$ cat config.mk
export PLATFORM = sky130hd
export DESIGN_NAME = sbf_block_framer
export DESIGN_NICKNAME = d
export VERILOG_FILES = /design/src/hdl/sbf_pkg.sv /design/src/hdl/sbf_block_framer.sv /design/src/hdl/sbf_parser.sv /design/src/hdl/sbf_evq.sv
export SDC_FILE = /design/constraint.sdc
export NUM_CORES = 1
export LEC_CHECK = 0
export BUFFER_PORTS_ARGS = -buffer_cell sky130_fd_sc_hd__buf_2
export CAP_MARGIN = 10
export CORE_MARGIN = 3
export CORE_UTILIZATION = 25
export CTS_BUF_LIST = sky130_fd_sc_hd__clkbuf_8
export CTS_CLUSTER_DIAMETER = 40
export DETAILED_ROUTE_END_ITERATION = 8
export GPL_TIMING_DRIVEN = 0
export SYNTH_ARGS = -nofsm -noshare
export SYNTH_HDL_FRONTEND = slang
export SYNTH_HIERARCHICAL = 1
export SYNTH_SLANG_ARGS = --single-unit
$ cat constraint.sdc
create_clock -name clk -period 11.24 [get_ports clk]
set_input_delay 1.124 -clock clk [delete_from_list [all_inputs] [get_ports clk]]
set_output_delay 1.124 -clock clk [all_outputs]
set_load 0.01 [all_outputs]
$ cat src/hdl/sbf_pkg.sv
// Shared types, codes and the CRC helper for the block framer.
package sbf_pkg;

  // event codes
  localparam logic [2:0] EV_PAYLOAD  = 3'd0;
  localparam logic [2:0] EV_GOOD     = 3'd1;
  localparam logic [2:0] EV_CRC_BAD  = 3'd2;
  localparam logic [2:0] EV_BAD_LEN  = 3'd3;
  localparam logic [2:0] EV_OVERSIZE = 3'd4;
  localparam logic [2:0] EV_RESP_OK  = 3'd5;
  localparam logic [2:0] EV_RESP_BAD = 3'd6;

  // configuration register indexes
  localparam logic CFG_SYNC_FIRST  = 1'b0;
  localparam logic CFG_SYNC_SECOND = 1'b1;

  localparam logic [7:0] SYNC_FIRST_RST  = 8'h24;
  localparam logic [7:0] SYNC_SECOND_RST = 8'h40;

  localparam logic [7:0] CH_RESP  = 8'h52;  // 'R'
  localparam logic [7:0] CH_NL    = 8'h0A;
  localparam logic [7:0] CH_COLON = 8'h3A;

  localparam logic [15:0] HDR_LEN   = 16'd8;
  localparam logic [15:0] LEN_ALIGN = 16'd3;
  localparam logic [15:0] CRC_POLY  = 16'h1021;

  // result queue geometry
  localparam int QDEPTH = 4;
  localparam int QPTR_W = 2;
  localparam int QCNT_W = 3;

  typedef struct packed {
    logic [2:0]  ev;
    logic [7:0]  data;
    logic [15:0] idx;
    logic [15:0] id;
    logic [15:0] len;
    logic [31:0] err;
    logic        last;
  } rec_t;

  // up to two results per received byte
  typedef struct packed {
    logic [1:0] cnt;
    rec_t       r0;
    rec_t       r1;
  } push_t;

  function automatic logic [15:0] crc_fold(input logic [15:0] crc, input logic [7:0] b);
    logic [15:0] c;
    c = crc ^ {b, 8'h00};
    for (int i = 0; i < 8; i++) begin
      if (c[15]) c = {c[14:0], 1'b0} ^ CRC_POLY;
      else       c = {c[14:0], 1'b0};
    end
    return c;
  endfunction

  function automatic rec_t mk_rec(input logic [2:0] ev, input logic [7:0] data,
                                  input logic [15:0] idx, input logic [15:0] id,
                                  input logic [15:0] len);
    rec_t r;
    r.ev   = ev;
    r.data = data;
    r.idx  = idx;
    r.id   = id;
    r.len  = len;
    r.err  = 32'd0;
    r.last = 1'b0;
    return r;
  endfunction

endpackage

$ cat src/hdl/sbf_block_framer.sv
// A result enters the result queue when its byte is accepted; out_* shows the head.
// Throughput: one byte per cycle while in_ready is high. A frame's final payload byte
// yields a verdict and, below MAX_PAYLOAD, a payload result; they leave the 4-entry
// result queue one at a time. in_ready drops while fewer than two entries are free.
// Reset (synchronous, rst_n low): parser hunts for sync, counters clear, queue empties.
module sbf_block_framer #(
  parameter int MAX_PAYLOAD = 256
) (
  input  logic        clk,
  input  logic        rst_n,
  input  logic        cfg_we,
  input  logic        cfg_index,
  input  logic [7:0]  cfg_wdata,
  input  logic        in_valid,
  output logic        in_ready,
  input  logic [7:0]  in_rx_byte,
  output logic        out_valid,
  input  logic        out_ready,
  output logic [2:0]  out_event_res,
  output logic [7:0]  out_data_byte,
  output logic [15:0] out_byte_index,
  output logic [15:0] out_block_id,
  output logic [15:0] out_frame_length,
  output logic [31:0] out_error_total,
  output logic        out_last
);
  import sbf_pkg::*;

  push_t push;
  rec_t  head;
  logic  take;

  assign take = in_valid && in_ready;

  sbf_parser #(
    .MAX_PAYLOAD(MAX_PAYLOAD)
  ) u_parser (
    .clk       (clk),
    .rst_n     (rst_n),
    .cfg_we    (cfg_we),
    .cfg_index (cfg_index),
    .cfg_wdata (cfg_wdata),
    .byte_take (take),
    .rx_byte   (in_rx_byte),
    .push      (push)
  );

  sbf_evq u_evq (
    .clk        (clk),
    .rst_n      (rst_n),
    .push       (push),
    .has_room   (in_ready),
    .head_valid (out_valid),
    .head_take  (out_ready),
    .head       (head)
  );

  assign out_event_res    = head.ev;
  assign out_data_byte    = head.data;
  assign out_byte_index   = head.idx;
  assign out_block_id     = head.id;
  assign out_frame_length = head.len;
  assign out_error_total  = head.err;
  assign out_last         = head.last;

endmodule

$ cat src/hdl/sbf_parser.sv
// Front end: sync hunt, header capture, CRC fold and result classification.
module sbf_parser #(
  parameter int MAX_PAYLOAD = 256
) (
  input  logic                clk,
  input  logic                rst_n,
  input  logic                cfg_we,
  input  logic                cfg_index,
  input  logic [7:0]          cfg_wdata,
  input  logic                byte_take,
  input  logic [7:0]          rx_byte,
  output sbf_pkg::push_t      push
);
  import sbf_pkg::*;

  localparam logic [3:0] PH_HUNT1  = 4'd0;
  localparam logic [3:0] PH_HUNT2  = 4'd1;
  localparam logic [3:0] PH_CRC_LO = 4'd2;
  localparam logic [3:0] PH_CRC_HI = 4'd3;
  localparam logic [3:0] PH_ID_LO  = 4'd4;
  localparam logic [3:0] PH_ID_HI  = 4'd5;
  localparam logic [3:0] PH_LEN_LO = 4'd6;
  localparam logic [3:0] PH_LEN_HI = 4'd7;
  localparam logic [3:0] PH_DATA   = 4'd8;
  localparam logic [3:0] PH_LINE   = 4'd9;

  localparam logic [15:0] MAX_W    = 16'(MAX_PAYLOAD);
  localparam logic [15:0] MAX_M1_W = 16'(MAX_PAYLOAD - 1);

  logic [7:0]  sync1_r, sync2_r;
  logic [3:0]  phase_r, phase_nxt;
  logic [15:0] count_r, count_nxt;
  logic [15:0] crc_r, crc_nxt;
  logic [15:0] rcrc_r, rcrc_nxt;
  logic [15:0] id_r, id_nxt;
  logic [15:0] len_r, len_nxt;
  logic [31:0] err_r, err_nxt;
  logic        colon_r, colon_nxt;

  logic [15:0] crc_fed;
  logic [15:0] count_inc;
  logic [15:0] pay_len;
  logic        a_en, b_en;
  rec_t        a_rec, b_rec, r0, r1;

  assign crc_fed   = crc_fold((phase_r == PH_ID_LO) ? 16'd0 : crc_r, rx_byte);
  assign count_inc = count_r + 16'd1;
  assign pay_len   = len_r - HDR_LEN;

  always_comb begin
    phase_nxt = phase_r;
    count_nxt = count_r;
    crc_nxt   = crc_r;
    rcrc_nxt  = rcrc_r;
    id_nxt    = id_r;
    len_nxt   = len_r;
    err_nxt   = err_r;
    colon_nxt = colon_r;
    a_en      = 1'b0;
    b_en      = 1'b0;
    a_rec     = mk_rec(EV_PAYLOAD, rx_byte, count_r, id_r, len_r);
    b_rec     = mk_rec(EV_PAYLOAD, 8'd0, 16'd0, id_r, len_r);
    unique case (phase_r)
      PH_HUNT2: begin
        if (rx_byte == sync2_r)      phase_nxt = PH_CRC_LO;
        else if (rx_byte == CH_RESP) phase_nxt = PH_LINE;
        else                         phase_nxt = PH_HUNT1;
      end
      PH_CRC_LO: begin
        rcrc_nxt  = {8'd0, rx_byte};
        phase_nxt = PH_CRC_HI;
      end
      PH_CRC_HI: begin
        rcrc_nxt  = {rx_byte, rcrc_r[7:0]};
        phase_nxt = PH_ID_LO;
      end
      PH_ID_LO: begin
        id_nxt    = {8'd0, rx_byte};
        crc_nxt   = crc_fed;
        phase_nxt = PH_ID_HI;
      end
      PH_ID_HI: begin
        id_nxt    = {rx_byte, id_r[7:0]};
        crc_nxt   = crc_fed;
        phase_nxt = PH_LEN_LO;
      end
      PH_LEN_LO: begin
        len_nxt   = {8'd0, rx_byte};
        crc_nxt   = crc_fed;
        phase_nxt = PH_LEN_HI;
      end
      PH_LEN_HI: begin
        len_nxt   = {rx_byte, len_r[7:0]};
        crc_nxt   = crc_fed;
        count_nxt = 16'd0;
        b_rec     = mk_rec(EV_BAD_LEN, 8'd0, 16'd0, id_r, len_nxt);
        phase_nxt = PH_HUNT1;
        if (len_nxt < HDR_LEN) begin
          err_nxt = err_r + 32'd1;
          b_en    = 1'b1;
        end else if ((len_nxt & LEN_ALIGN) != 16'd0) begin
          b_en = 1'b1;
        end else if (len_nxt == HDR_LEN) begin
          // header-only frame: verdict right away
          b_en = 1'b1;
          if (rcrc_r == crc_fed) begin
            b_rec.ev = EV_GOOD;
          end else begin
            b_rec.ev = EV_CRC_BAD;
            err_nxt  = err_r + 32'd1;
          end
        end else begin
          phase_nxt = PH_DATA;
        end
      end
      PH_DATA: begin
        a_en      = (count_r < MAX_W);
        crc_nxt   = crc_fed;
        count_nxt = count_inc;
        b_rec     = mk_rec(EV_GOOD, 8'd0, pay_len, id_r, len_r);
        if (count_inc >= pay_len) begin
          b_en      = 1'b1;
          phase_nxt = PH_HUNT1;
          if (count_inc > MAX_W) begin
            b_rec.ev = EV_OVERSIZE;
          end else if (rcrc_r != crc_fed) begin
            b_rec.ev = EV_CRC_BAD;
            err_nxt  = err_r + 32'd1;
          end
        end
      end
      PH_LINE: begin
        b_rec = mk_rec(EV_RESP_BAD, 8'd0, count_inc, 16'd0, 16'd0);
        if (count_r >= MAX_M1_W) begin
          // overlong line is dropped silently
          phase_nxt = PH_HUNT1;
        end else begin
          if (count_r == 16'd0) colon_nxt = (rx_byte == CH_COLON);
          count_nxt = count_inc;
          if (rx_byte == CH_NL) begin
            b_en      = 1'b1;
            phase_nxt = PH_HUNT1;
            if ((count_r == 16'd0) ? (rx_byte == CH_COLON) : colon_r) b_rec.ev = EV_RESP_OK;
          end
        end
      end
      default: begin
        phase_nxt = PH_HUNT1;
        if (rx_byte == sync1_r) begin
          phase_nxt = PH_HUNT2;
          count_nxt = 16'd0;
        end
      end
    endcase
  end

  always_comb begin
    r0      = a_en ? a_rec : b_rec;
    r1      = b_rec;
    r0.err  = err_nxt;
    r1.err  = err_nxt;
    r0.last = !(a_en && b_en);
    r1.last = 1'b1;
    push.r0  = r0;
    push.r1  = r1;
    push.cnt = byte_take ? ({1'b0, a_en} + {1'b0, b_en}) : 2'd0;
  end

  always_ff @(posedge clk) begin
    if (!rst_n) begin
      sync1_r <= SYNC_FIRST_RST;
      sync2_r <= SYNC_SECOND_RST;
    end else if (cfg_we) begin
      if (cfg_index == CFG_SYNC_FIRST) sync1_r <= cfg_wdata;
      if (cfg_index == CFG_SYNC_SECOND) sync2_r <= cfg_wdata;
    end
  end

  always_ff @(posedge clk) begin
    if (!rst_n) begin
      phase_r <= PH_HUNT1;
      count_r <= 16'd0;
      crc_r   <= 16'd0;
      rcrc_r  <= 16'd0;
      id_r    <= 16'd0;
      len_r   <= 16'd0;
      err_r   <= 32'd0;
      colon_r <= 1'b0;
    end else if (byte_take) begin
      phase_r <= phase_nxt;
      count_r <= count_nxt;
      crc_r   <= crc_nxt;
      rcrc_r  <= rcrc_nxt;
      id_r    <= id_nxt;
      len_r   <= len_nxt;
      err_r   <= err_nxt;
      colon_r <= colon_nxt;
    end
  end

endmodule

$ cat src/hdl/sbf_evq.sv
// Back end: result queue taking up to two entries per cycle, draining one.
module sbf_evq (
  input  logic           clk,
  input  logic           rst_n,
  input  sbf_pkg::push_t push,
  output logic           has_room,
  output logic           head_valid,
  input  logic           head_take,
  output sbf_pkg::rec_t  head
);
  import sbf_pkg::*;

  rec_t              q_r [QDEPTH];
  logic [QPTR_W-1:0] wr_ptr_r, rd_ptr_r;
  logic [QCNT_W-1:0] cnt_r, cnt_nxt;
  logic              pop;

  // room for the worst case of two results from one byte
  assign has_room   = (cnt_r <= QCNT_W'(QDEPTH - 2));
  assign head_valid = (cnt_r != '0);
  assign pop        = head_valid && head_take;
  assign head       = q_r[rd_ptr_r];
  assign cnt_nxt    = cnt_r + QCNT_W'(push.cnt) - QCNT_W'(pop);

  always_ff @(posedge clk) begin
    if (push.cnt != 2'd0) q_r[wr_ptr_r] <= push.r0;
    if (push.cnt == 2'd2) q_r[wr_ptr_r + QPTR_W'(1)] <= push.r1;
  end

  always_ff @(posedge clk) begin
    if (!rst_n) begin
      wr_ptr_r <= '0;
      rd_ptr_r <= '0;
      cnt_r    <= '0;
    end else begin
      wr_ptr_r <= wr_ptr_r + QPTR_W'(push.cnt);
      rd_ptr_r <= rd_ptr_r + QPTR_W'(pop);
      cnt_r    <= cnt_nxt;
    end
  end

  a_cnt_bound: assert property (@(posedge clk) disable iff (!rst_n)
    cnt_r <= QCNT_W'(QDEPTH)) else $error("result queue count out of range");

  a_no_overflow: assert property (@(posedge clk) disable iff (!rst_n)
    (push.cnt != 2'd0) |-> has_room) else $error("push into full result queue");

  a_ptr_track: assert property (@(posedge clk) disable iff (!rst_n)
    (wr_ptr_r - rd_ptr_r) == cnt_r[QPTR_W-1:0]) else $error("queue pointers disagree with count");

  a_pop_dec: assert property (@(posedge clk) disable iff (!rst_n)
    (pop && push.cnt == 2'd0) |=> (cnt_r == $past(cnt_r) - QCNT_W'(1)))
    else $error("queue count did not drop on pop");

endmodule

---- Yosys cells after proc, flatten, opt, wreduce, memory -nomap -nowiden ----
Memories as Yosys holds them, arrays and structs flattened. A register that Yosys moved wholly into a read port is not among the register bits.
Cells that the tools add are included.
word-level totals
  flip-flop bits (word level) ............. 140
  RAM bits ................................ 368
  logic and storage cells ................. 154
  memories ................................ 1
  output and inout port bits .............. 94
  input port bits ......................... 22
memories
  memory     depth  width  rd ports  clocked after memory_dff  write ports  RTL line       text
  u_evq.q_r  4      92     1         1                         2            sbf_evq.sv:13  rec_t q_r [QDEPTH];
cells by class
  equal/unequal tests ..................... 21
  bitwise operators ....................... 15
  reductions and logical operators ........ 26
  multiplexer cells ....................... 60
  magnitude comparators ................... 6
  $add $sub $neg .......................... 9
operators with widths
  operator                 count
  $pmux W92 S3             1
  $mux W32                 7
  $mux W13                 8
  $pmux W16 S2             3
  $mux W92                 1
  $pmux W16 S4             1
  $pmux W32 S2             1
  $mux W16                 3
  $pmux W4 S9              1
  $add A32 B1 Y32 const B  1
  $mux W4                  8
  $not A3 Y3               8
  $mux W3                  7
  $add A16 B1 Y16 const B  1
  $eq A16 B16 Y1           1
  $eq A16 B4 Y1 const B    1
  $eq A4 B3 Y1 const B     4
  $eq A8 B8 Y1             2
  $ge A16 B16 Y1           1
  $ge A16 B8 Y1 const B    1
  $gt A16 B9 Y1 const B    1
  $logic_not A16 Y1        1
  $lt A16 B4 Y1 const B    1
  $lt A16 B9 Y1 const B    1
  other kinds (35)         72

---- Logic depth before layout (Yosys ltp) ----
Gate-level depths: netlist of the first run.
  depth after elaboration ................. 26
  mapped depth ............................ 20
  mapped depth without buffers ............ 20

---- Hierarchy ----
The synthesis of the first run kept the hierarchy.
by module, submodules not included
  module            area an instance (um^2)  times used  cells an instance  sequential area each (um^2)
  sbf_evq           18184.9                  1           937                11190.7
  sbf_parser        9979.6                   1           1352               2662.6
  sbf_block_framer  6.3                      1           1                  0.0

---- Worst setup path after synthesis of the first run ----
OpenSTA, ideal clock, no wires.
  path kind ............................... register to register
  start point ............................. register u_parser.count_r[10]
  end point ............................... memory u_evq/q_r[2][0] in the netlist's numbering, enable pin
  path slack .............................. 2.288 ns
  stages on the path, launching flop included .. 17
  clock period less this slack ............ 8.952 ns
  arrival time ............................ 8.379 ns
  required time ........................... 10.667 ns
  setup time .............................. 0.573 ns
  path buffers ............................ 1
  path through ............................ dfxtp_1 clkbuf_1 nand4_1 or2_2 or4_1 and2_1 inv_1 ha_1 a21oi_1 o21ai_0 a211o_1 o211ai_1 o311ai_0 ha_1 and2_1 or3b_2 a21oi_1
RTL lines
  item                    RTL line           text
  from (decl)             sbf_parser.sv:32   logic [15:0] count_r, count_nxt;
  from (signal assigned)  sbf_parser.sv:191  count_r <= count_nxt;
  to (decl)               sbf_evq.sv:13

==> results.tsv, run 1 <==
metric	value	unit
status	finished clean	
Buf/Inv on CP	3	
Synth area leaders	edfxtp_1 39%, mux2_2 12%, dfxtp_1 9.9%	
Critical Path, Cell by Cell	inv_1, ha_1, nand2_1, or3_1, nor3_1, xnor2_1, ha_1, a21oi_1, o211ai_1, a211o_1, o211ai_1, o311ai_0, ha_1, and2_1, or3b_2, a21oi_4, buf_12, buf_16	
CP arrival	6370	ps
Port Buffer Count	109	
Syn Std Cell Area	28200	um^2
Area Growth Syn to Fin	17.4	%
Tmin final	5970	ps
gpl congestion	0.886	
Worst path max stage delay	560	ps
I/O pin cnt	116	
Max VDD drop	0.0715	mV
gr ovfl total	0	
Worst-Skew Late Latency	710	ps
post-CTS setup buffers	0	
vias in the first global route	19700	
DR WL/cell	20.2	um
Post-synth EDFFs	368	
Final Worst Setup Slack	5270	ps
syn avg cell area	12.3	um^2
Final period util	53.1	%
via count	19400	
Clock Sinks	508	
Seq/Total Area, Yosys	49.2	%
most used cell along the critical path	ha_1	
slowest CP cell	or3b_2	
initial core utilization	25.3	%
Worst Path Required	11640	ps
DIE HEIGHT	342	um
top cell type's share of synthesized area	39.2	%
Nets	2570	
leakage	12.0	nW
hpwl dp	57.9	mm
cell count after synthesis	2290	
Final Hold Vio Count	0	
Crit. End Element	register	
Netlist cell types	92	
Syn. warnings	6	
RSZ-0062 raised after global routing	false	
Antenna Nets Post-Route	0	
final WL	82.8	mm
Clock Tree Buf Depth	3	
Die X	342	um
critical path launch point type	register	
layout cells sized above 1	30.5	%
Max Slew Vio Count	0	
Num CTS Buffers	98	
Clock transition at path regs	60	ps
Row Count	122	
clk root buf	clkbuf_8	
Worst-Margin Slew	1120	ps
H-tree Lvls	3	
Die ar.	117000	um^2
Yosys reg bits	508	
most frequent cells in the layout	368 x edfxtp_1, 295 x mux2_2, 163 x nand2_1	
GRT Total Usage	13.9	%
hold_buf cts	0	
power density over cell area	153	nW/um^2
Iter 0 DRT Violations	1717	
commonest non-fill, non-tap cell in the layout	edfxtp_1	
vias per inst	4.74	
Worst Skew	47.1	ps
post-cts sizing count	0	
Worst Path Max Fanout	17	
final setup fails	0	
largest net degree at the start of global routing	28	
area leader, netlist	edfxtp_1	
Crit path max-delay family	compound AO/OA/AOI/OAI gates	
ys flop type	edfxtp_1	
initial antenna violation count	11	
worst hold slack	461	ps
critical path type	reg -> reg	
first-pass GRT wire length	124	mm
max_slew headroom	24.9	%
Hold Crit Class	reg -> reg	
core area	111000	um^2
maxcap violations	0	
Synth async-reset ratio	0	%
CTS tree	built	
Post-route DRC	0	
First-pass DRT Iterations	6	
achievable frequency	167	MHz
Placement Setup Slack	4980	ps
## worst paths after layout
check / startpoint / depth (start not counted) / slack (ps) / to
min reg2reg: u_parser/rcrc_r[12] / 2 / 460 / u_parser/rcrc_r[12]
min: u_parser/rcrc_r[12] / 2 / 460 / u_parser/rcrc_r[12]
max: u_parser/len_r[3] / 18 / 5270 / u_evq/q_r[2][59]
max reg2reg: u_parser/len_r[3] / 18 / 5270 / u_evq/q_r[2][59]
## synth_stat cells, types with 18 or more instances
cell type	instances
mux2_2	295
buf_2	31
clkbuf_1	85
nand3_1	63
o21ai_0	42
buf_4	61
xor2_1	33
buf_6	20
inv_1	34
xnor2_1	83
nor4_1	18
dfxtp_1	140
nor2_1	146
and2_1	66
mux2_1	80
nor3_1	27
nand2_1	163
and3_1	18
ha_1	25
a21oi_1	93
edfxtp_1	368
mux4_2	92
## worst min-delay path, cell delays in order, from the launching register on
cell and delay (ps):
dfxtp_1 310, nand2_1 50, a21oi_1 50
## metrics by stage
step / power [mW] / instances / area [um^2] / utilization (%) / setup TNS (ps)
global placement: 3.18 / 3894 / 30600 / 27.5 / -986540
global route: 5.28 / 4093 / 33100 / 29.7 / 0
finish: 5.05 / 4099 / 33100 / 29.7 / 0
floorplan: 2.79 / 2297 / 28200 / - / 0
detailed placement: 3.18 / 3910 / 31000 / 27.8 / 0
CTS: 5.13 / 4092 / 33100 / 29.7 / 0
## report_power, final
part           leakage [nW]  switching, mW  internal, mW
sequential             4.60         0.0265          2.07
clock                  1.17          0.831          1.10
combinational          6.24          0.583         0.434
total                  12.0           1.44          3.61
## kinds of logic after synthesis
family                     count (synthesis)  share of synthesized area, %
and+or+nand+nor                          614                          10.9
adders and majority gates                 26                          1.18
DFF                                      508                          49.2
other                                      2                        0.0267
buffers and inverters                    244                          4.73
muxes                                    478                          22.7
xor gates and xnor gates                 124                          4.27
AOI/OAI and AO/OA                        294                          6.93
## sequential cells by signal, indices dropped and copies added (netlist names)
signal / count
u_parser/colon_r: 1
u_parser/rcrc_r: 16
u_parser/count_r: 16
u_parser/err_r: 32
u_evq/rd_ptr_r: 2
u_parser/crc_r: 16
u_evq/cnt_r: 3
u_parser/sync1_r: 8
u_parser/sync2_r: 8
u_evq/q_r: 368
u_evq/wr_ptr_r: 2
u_parser/len_r: 16
u_parser/id_r: 16
u_parser/phase_r: 4
## routing by layer
metal / global-route usage, % / up-vias / part of all wire [%]
li1: - / 9044 / -
met1: 17.8 / 9613 / 43
met2: 23.2 / 640 / 48
met3: 3.01 / 147 / 6.4
met4: 4.98 / 4 / 2.9
met5: 0 / - / 0.017
## cell type report
class / instances / area (um^2)
clock buffers: 109 / 1500
well taps: 1488 / 1860
flip-flops and latches: 508 / 13900
clock inverters: 73 / 579
diodes: 7 / 17.5
plain buffers: 209 / 1200
fillers: 11300 / 78200
repair buffers: 125 / 888
inverters: 35 / 131
multi-input cells: 1545 / 13000
(Power assumes the default switching activity.)
==> run 2, diff against run 1 <==
- ABC_AREA: not set -> 1
- clock period: 11.24 -> 5.36 ns (I/O delays scaled with it)
==> results.tsv, run 2 <==
metric	value	unit	change
Setup TNS Final	0	ps	unchanged
commonest non-fill, non-tap cell in the layout	nand2_1		was edfxtp_1
Synth async-reset ratio	0	%	unchanged
Antenna Nets Post-Route	0		unchanged
Final Hold Vio Count	0		unchanged
core area	113000	um^2	was 111000 um^2
Clock Tree Buf Depth	3		unchanged
achievable frequency	199	MHz	was 167 MHz
Hold Crit Class	in -> reg		was reg -> reg
Synth area leaders	edfxtp_1 38%, nand2_1 10%, dfxtp_1 9.7%		was edfxtp_1 39%, mux2_2 12%, dfxtp_1 9.9%
Area Growth Syn to Fin	17.9	%	was 17.4%
Nets	3932		was 2570
initial antenna violation count	14		was 11
GRT Total Usage	16.9	%	was 13.9%
Seq. cell area	13900	um^2	about the same
ys flop type	edfxtp_1		unchanged
max FFs per register	368		unchanged
area of the multi-input gates	12600	um^2	was 13000 um^2
Max VDD drop	0.167	mV	was 0.0715 mV
Syn Std Cell Area	28800	um^2	was 28200 um^2
Worst Path Max Fanout	10		was 17
critical path type	reg -> reg		unchanged
maxcap violations	0		unchanged
gr ovfl total	0		unchanged
worst hold slack	83.1	ps	was 461 ps
critical path launch point type	register		unchanged
Clock transition at path regs	60	ps	about the same
Worst Path Required	5820	ps	was 11640 ps
most frequent cells in the layout	777 x nand2_1, 428 x nor2_1, 371 x inv_1		was 368 x edfxtp_1, 295 x mux2_2, 163 x nand2_1
Worst-Skew Late Latency	750	ps	was 710 ps
Worst path max stage delay	460	ps	was 560 ps
cell count after synthesis	3639		was 2290
DR WL/cell	19.5	um	was 20.2 um
I/O pin cnt	116		unchanged
syn avg cell area	7.93	um^2	was 12.3 um^2
max_slew headroom	22.0	%	was 24.9%
Die ar.	119000	um^2	was 117000 um^2
vias per inst	4.88		was 4.74
Biggest register	u_evq/q_r		unchanged
Tmin final	5040	ps	was 5970 ps
Tot Pwr	12.6	mW	was 5.05 mW
most used cell along the critical path	nand2_1		was ha_1
Final Non-Filler Cells	5472		was 4099
gpl congestion	0.932		was 0.886
Syn. warnings	6		unchanged
via count	26700		was 19400
Clock Sinks	508		unchanged
slowest CP cell	buf_2		was or3b_2
initial core utilization	25.4	%	was 25.3%
power density over cell area	372	nW/um^2	was 153 nW/um^2
hpwl dp	72.6	mm	was 57.9 mm
layout cells sized above 1	14.8	%	was 30.5%
Worst Skew	50.8	ps	was 47.1 ps
layout filler cell count	12000		was 11300
area leader, netlist	edfxtp_1		unchanged
Final period util	94.0	%	was 53.1%
Iter 0 DRT Violations	2506		was 1717
Num CTS Buffers	98		unchanged
DIE HEIGHT	346	um	was 342 um
vias in the first global route	25200		was 19700
First-pass DRT Iterations	6		unchanged
Util after Layout	30.0	%	was 29.7%
post-placement cell count	5261		was 3910
largest net degree at the start of global routing	47		was 28
CP arrival	5490	ps	was 6370 ps
Worst-Margin Slew	1170	ps	was 1120 ps
commonest cells in the netlist	784 x nand2_1, 430 x nor2_1, 368 x edfxtp_1		was 368 x edfxtp_1, 295 x mux2_2, 163 x nand2_1
H-tree Lvls	3		unchanged
Die X	346	um	was 342 um
Netlist cell types	46		was 92
Top Registers	u_evq/q_r x368, u_parser/err_r x32		unchanged
Crit. End Element	register		unchanged
most common cell in the netlist	nand2_1		was edfxtp_1
final setup fails	0		unchanged
Row Count	123		was 122
Port Buffer Count	107		was 109
status	finished clean		unchanged
Seq/Total Area, Yosys	48.0	%	was 49.2%
Post-synth EDFFs	368		unchanged
final WL	106	mm	was 82.8 mm
CTS tree	built		unchanged
first-pass GRT wire length	156	mm	was 124 mm
Post-route DRC	0		unchanged
top cell type's share of synthesized area	38.3	%	was 39.2%
clk root buf	clkbuf_8		unchanged
leakage	12.9	nW	was 12.0 nW
RSZ-0062 raised after global routing	false		unchanged
Yosys reg bits	508		unchanged
Max Slew Vio Count	0		unchanged
==> run 2: worst max-delay path: cells and delay by family (launching register included) <==
kind	cells	cell delay (ps)
buf+inv	7	1400
fa+ha+maj	3	770
flops	1	440
simple gates	14	1720
compound gates	4	370
==> run 2: repair_timing <==
item / CTS / global route
gates resized for setup: 5 / 21
hold buffers: 6 / 0
hold endpoints to repair: 6 / 0
gates cloned: 3 / 8
buffers inserted: 0 / 8
pin swaps: 3 / 8
setup endpoints to repair: 315 / 604
==> run 2: logic make-up (layout without fill, tap and decap cells) <==
kind of cell	after synthesis	count (layout)	synth area share, %
compound gates	920	920	17.6
xor+xnor	55	55	1.67
fa+ha+maj	26	26	1.15
simple gates	1517	1528	21.9
other cells	2	12	0.0260
flops	508	508	48.0
buf+inv	611	923	9.67
==> run 2: layer usage <==
layer  global-route usage, %  part of all wire, %  vias to the layer above
li1                        -                    -                    12800
met1                    21.9                   41                    12500
met3                    3.04                  8.3                      217
met4                    6.12                  3.6                        6
met2                    28.1                   47                     1205
met5                       0                0.039                        -
==> run 2: worst paths after layout <==
check,from,endpoint,slack (ps),cells after the start
worst min register to register,u_parser/colon_r,u_parser/colon_r,460,2
worst min-delay path,cfg_wdata[1],u_parser/sync1_r[1],80,3
worst max-delay path,u_parser/count_r[0],u_evq/q_r[1][51],320,28
worst max register to register,u_parser/count_r[0],u_evq/q_r[1][51],320,28
==> run 2: stage by stage <==
step	worst slack, ps	area [um^2]
2_1_floorplan	-359	29000
3_3_place_gp	-3290	31400
3_5_place_dp	-481	31600
4_1_cts	11.5	33700
5_1_grt	25.8	34000
6_report	323	34000
==> run 2: area by class of cell <==
class / instances / share of cell area, %
Antenna cell: 3 / 0.0221
Buffer: 254 / 4.29
Clock buffer: 108 / 4.37
Clock inverter: 77 / 1.74
Inverter: 355 / 3.92
Multi-Input combinational cell: 2538 / 37.0
Sequential cell: 508 / 40.7
Tap cell: 1500 / 5.52
Timing Repair Buffer: 129 / 2.39
==> run 2: power breakdown <==
group          total (mW)  switching, mW  internal, mW
logic                3.94           2.72          1.22
registers            4.63          0.137          4.49
clock network        4.07           1.84          2.23
total                12.6           4.70          7.94
==> run 3, diff against run 2 <==
==> constraint.sdc (replaced) <==
create_clock -name clk -period 5.63 [get_ports clk]
set_input_delay 0.563 -clock clk [delete_from_list [all_inputs] [get_ports clk]]
set_output_delay 0.563 -clock clk [all_outputs]
set_load 0.1 [all_outputs]
==> results.tsv, run 3 (synthesis results as in run 2) <==
metric	value	unit	change
core area	113000	um^2	unchanged
Worst Path Max Fanout	23		was 10
via count	26600		was 26700
capture point of the worst reg-to-reg path	u_evq/q_r[0][33]		was u_evq/q_r[1][51]
commonest non-fill, non-tap cell in the layout	nand2_1		unchanged
Final Non-Filler Cells	5467		was 5472
Max VDD drop	0.215	mV	was 0.167 mV
Iter 0 DRT Violations	2654		was 2506
post-placement cell count	5261		unchanged
R2R Setup Slk	190	ps	was 320 ps
Worst-Margin Slew	1180	ps	was 1170 ps
Final Cell Area	33900	um^2	was 34000 um^2
I/O pin cnt	116		unchanged
Final Hold Vio Count	0		unchanged
most frequent cells in the layout	780 x nand2_1, 429 x nor2_1, 371 x inv_1		was 777 x nand2_1, 428 x nor2_1, 371 x inv_1
Top Registers	u_evq/q_r x368, u_parser/err_r x32		unchanged
DIE HEIGHT	346	um	unchanged
Placement Setup Slack	-238	ps	was -481 ps
worst flop-to-flop path startpoint	u_parser/phase_r[0]		was u_parser/count_r[0]
achievable frequency	184	MHz	was 199 MHz
maxcap violations	0		unchanged
Clock Sinks	508		unchanged
Worst path max stage delay	890	ps	was 460 ps
largest net degree at the start of global routing	93		was 47
Num CTS Buffers	98		unchanged
Worst-Skew Late Latency	750	ps	about the same
vias in the first global route	25200		about the same
DR WL/cell	19.3	um	was 19.5 um
critical path launch point type	register		unchanged
R2R cell count	14		was 28
CP arrival	5820	ps	was 5490 ps
max_slew headroom	20.7	%	was 22.0%
final setup fails	0		unchanged
H-tree Lvls	3		unchanged
Max Slew Vio Count	0		unchanged
placed instance area	31600	um^2	unchanged
worst hold slack	57.7	ps	was 83.1 ps
hold path depth	3		unchanged
hpwl dp	72.6	mm	unchanged
max FFs per register	368		unchanged
WHS Endpoint	u_parser/sync1_r[5]		was u_parser/sync1_r[1]
vias per inst	4.87		was 4.88
clk root buf	clkbuf_8		unchanged
Biggest register	u_evq/q_r		unchanged
Buf/Inv on CP	6		was 7
Port Buffer Count	107		unchanged
Crit. End Element	register		unchanged
Worst Skew	50.9	ps	was 50.8 ps
Clock Tree Buf Depth	3		unchanged
layout cells sized above 1	14.6	%	was 14.8%
Row Count	123		unchanged
Worst Path Required	6020	ps	was 5820 ps
Final period util	96.6	%	was 94.0%
RSZ-0062 raised after global routing	false		unchanged
Tmin final	5440	ps	was 5040 ps
Crit path max-delay family	simple AND/OR/NAND/NOR gates		unchanged
Tot Pwr	13.9	mW	was 12.6 mW
Post-route DRC	0		unchanged
Final Worst Setup Slack	193	ps	was 323 ps
Clock transition at path regs	60	ps	about the same
initial core utilization	25.4	%	unchanged
First-pass DRT Iterations	8		was 6
GRT Total Usage	16.7	%	was 16.9%
status	finished clean		unchanged
slowest CP cell	nor2_1		was buf_2
critical path type	reg -> reg		unchanged
final WL	105	mm	was 106 mm
gr ovfl total	0		unchanged
Antenna Nets Post-Route	0		unchanged
Die ar.	119000	um^2	unchanged
Die X	346	um	unchanged
power density over cell area	410	nW/um^2	was 372 nW/um^2
CTS tree	built		unchanged
initial antenna violation count	16		was 14
leakage	12.8	nW	was 12.9 nW
first-pass GRT wire length	155	mm	was 156 mm
hold_sp	cfg_wdata[5]		was cfg_wdata[1]
gpl congestion	0.932		unchanged
Area Growth Syn to Fin	17.4	%	was 17.9%
Nets	3922		was 3932
Critical Path, Cell by Cell	nor2_2, inv_1, nor2_1, inv_1, nor2_1, clkbuf_1, ha_1, nand2_1, inv_2, inv_2, nor2_4, nand3_2, clkbuf_2, nand2_8		
Hold Crit Class	in -> reg		unchanged
==> run 3: tightest hold or removal path, stage by stage <==
cell	delay (ps)
buf_2	100
nand2_1	50
nand3_1	60
==> run 3: cell type report <==
type,count,area (um^2)
diodes,8,20.0
plain buffers,256,1460
clock buffers,108,1490
clock inverters,77,591
fillers,12000,79600
inverters,355,1340
multi-input cells,2534,12500
flip-flops and latches,508,13900
well taps,1500,1880
repair buffers,121,743
==> run 3: worst max-delay path by stage <==
stage | startpoint | to | slack, ps | cells after the start
6_report | u_parser/phase_r[0] | u_evq/q_r[0][33] | 190 | 14
5_1_grt | u_parser/len_r[3] | u_evq/q_r[0][56] | 5 | 27
4_1_cts | u_parser/count_r[0] | u_evq/q_r[1][11] | 0.6 | 27
3_5_place_dp | in_rx_byte[7] | u_evq/q_r[0][56] | -240 | 17
3_3_place_gp | in_rx_byte[7] | u_evq/q_r[3][54] | -3050 | 15
2_1_floorplan | u_parser/len_r[3] | u_evq/q_r[3][0] | -90 | 24
==> run 3: report_power, final <==
part	internal [mW]	leakage [nW]	switching, mW
Combinational	1.16	7.14	4.46
Sequential	4.28	4.54	0.131
Clock	2.12	1.16	1.75
==> run 3: through the flow <==
| stage | utilization [%] | setup TNS (ps) |
|---|---|---|
| global route | 29.8 | 0 |
| finish | 29.9 | 0 |
| global placement | 27.7 | -683990 |
| floorplan | - | -8170 |
| CTS | 29.7 | 0 |
| detailed placement | 27.8 | -39760 |
==> run 3: what timing repair did <==
item	in CTS	in global routing
setup buffers	0	4
pin swaps	1	5
gates cloned	1	6
resized for setup	2	15
endpoints found under the hold margin	2	0
endpoints found under the setup margin	121	364
hold buffers	2	0
==> run 3: metal layers <==
metal | GRT usage [%] | wire [um] | part of all wire, %
met1 | 21.6 | 43500 | 41
met3 | 3.17 | 8760 | 8.3
met5 | 0 | 27 | 0.026
met2 | 27.9 | 49300 | 47
met4 | 5.90 | 3690 | 3.5
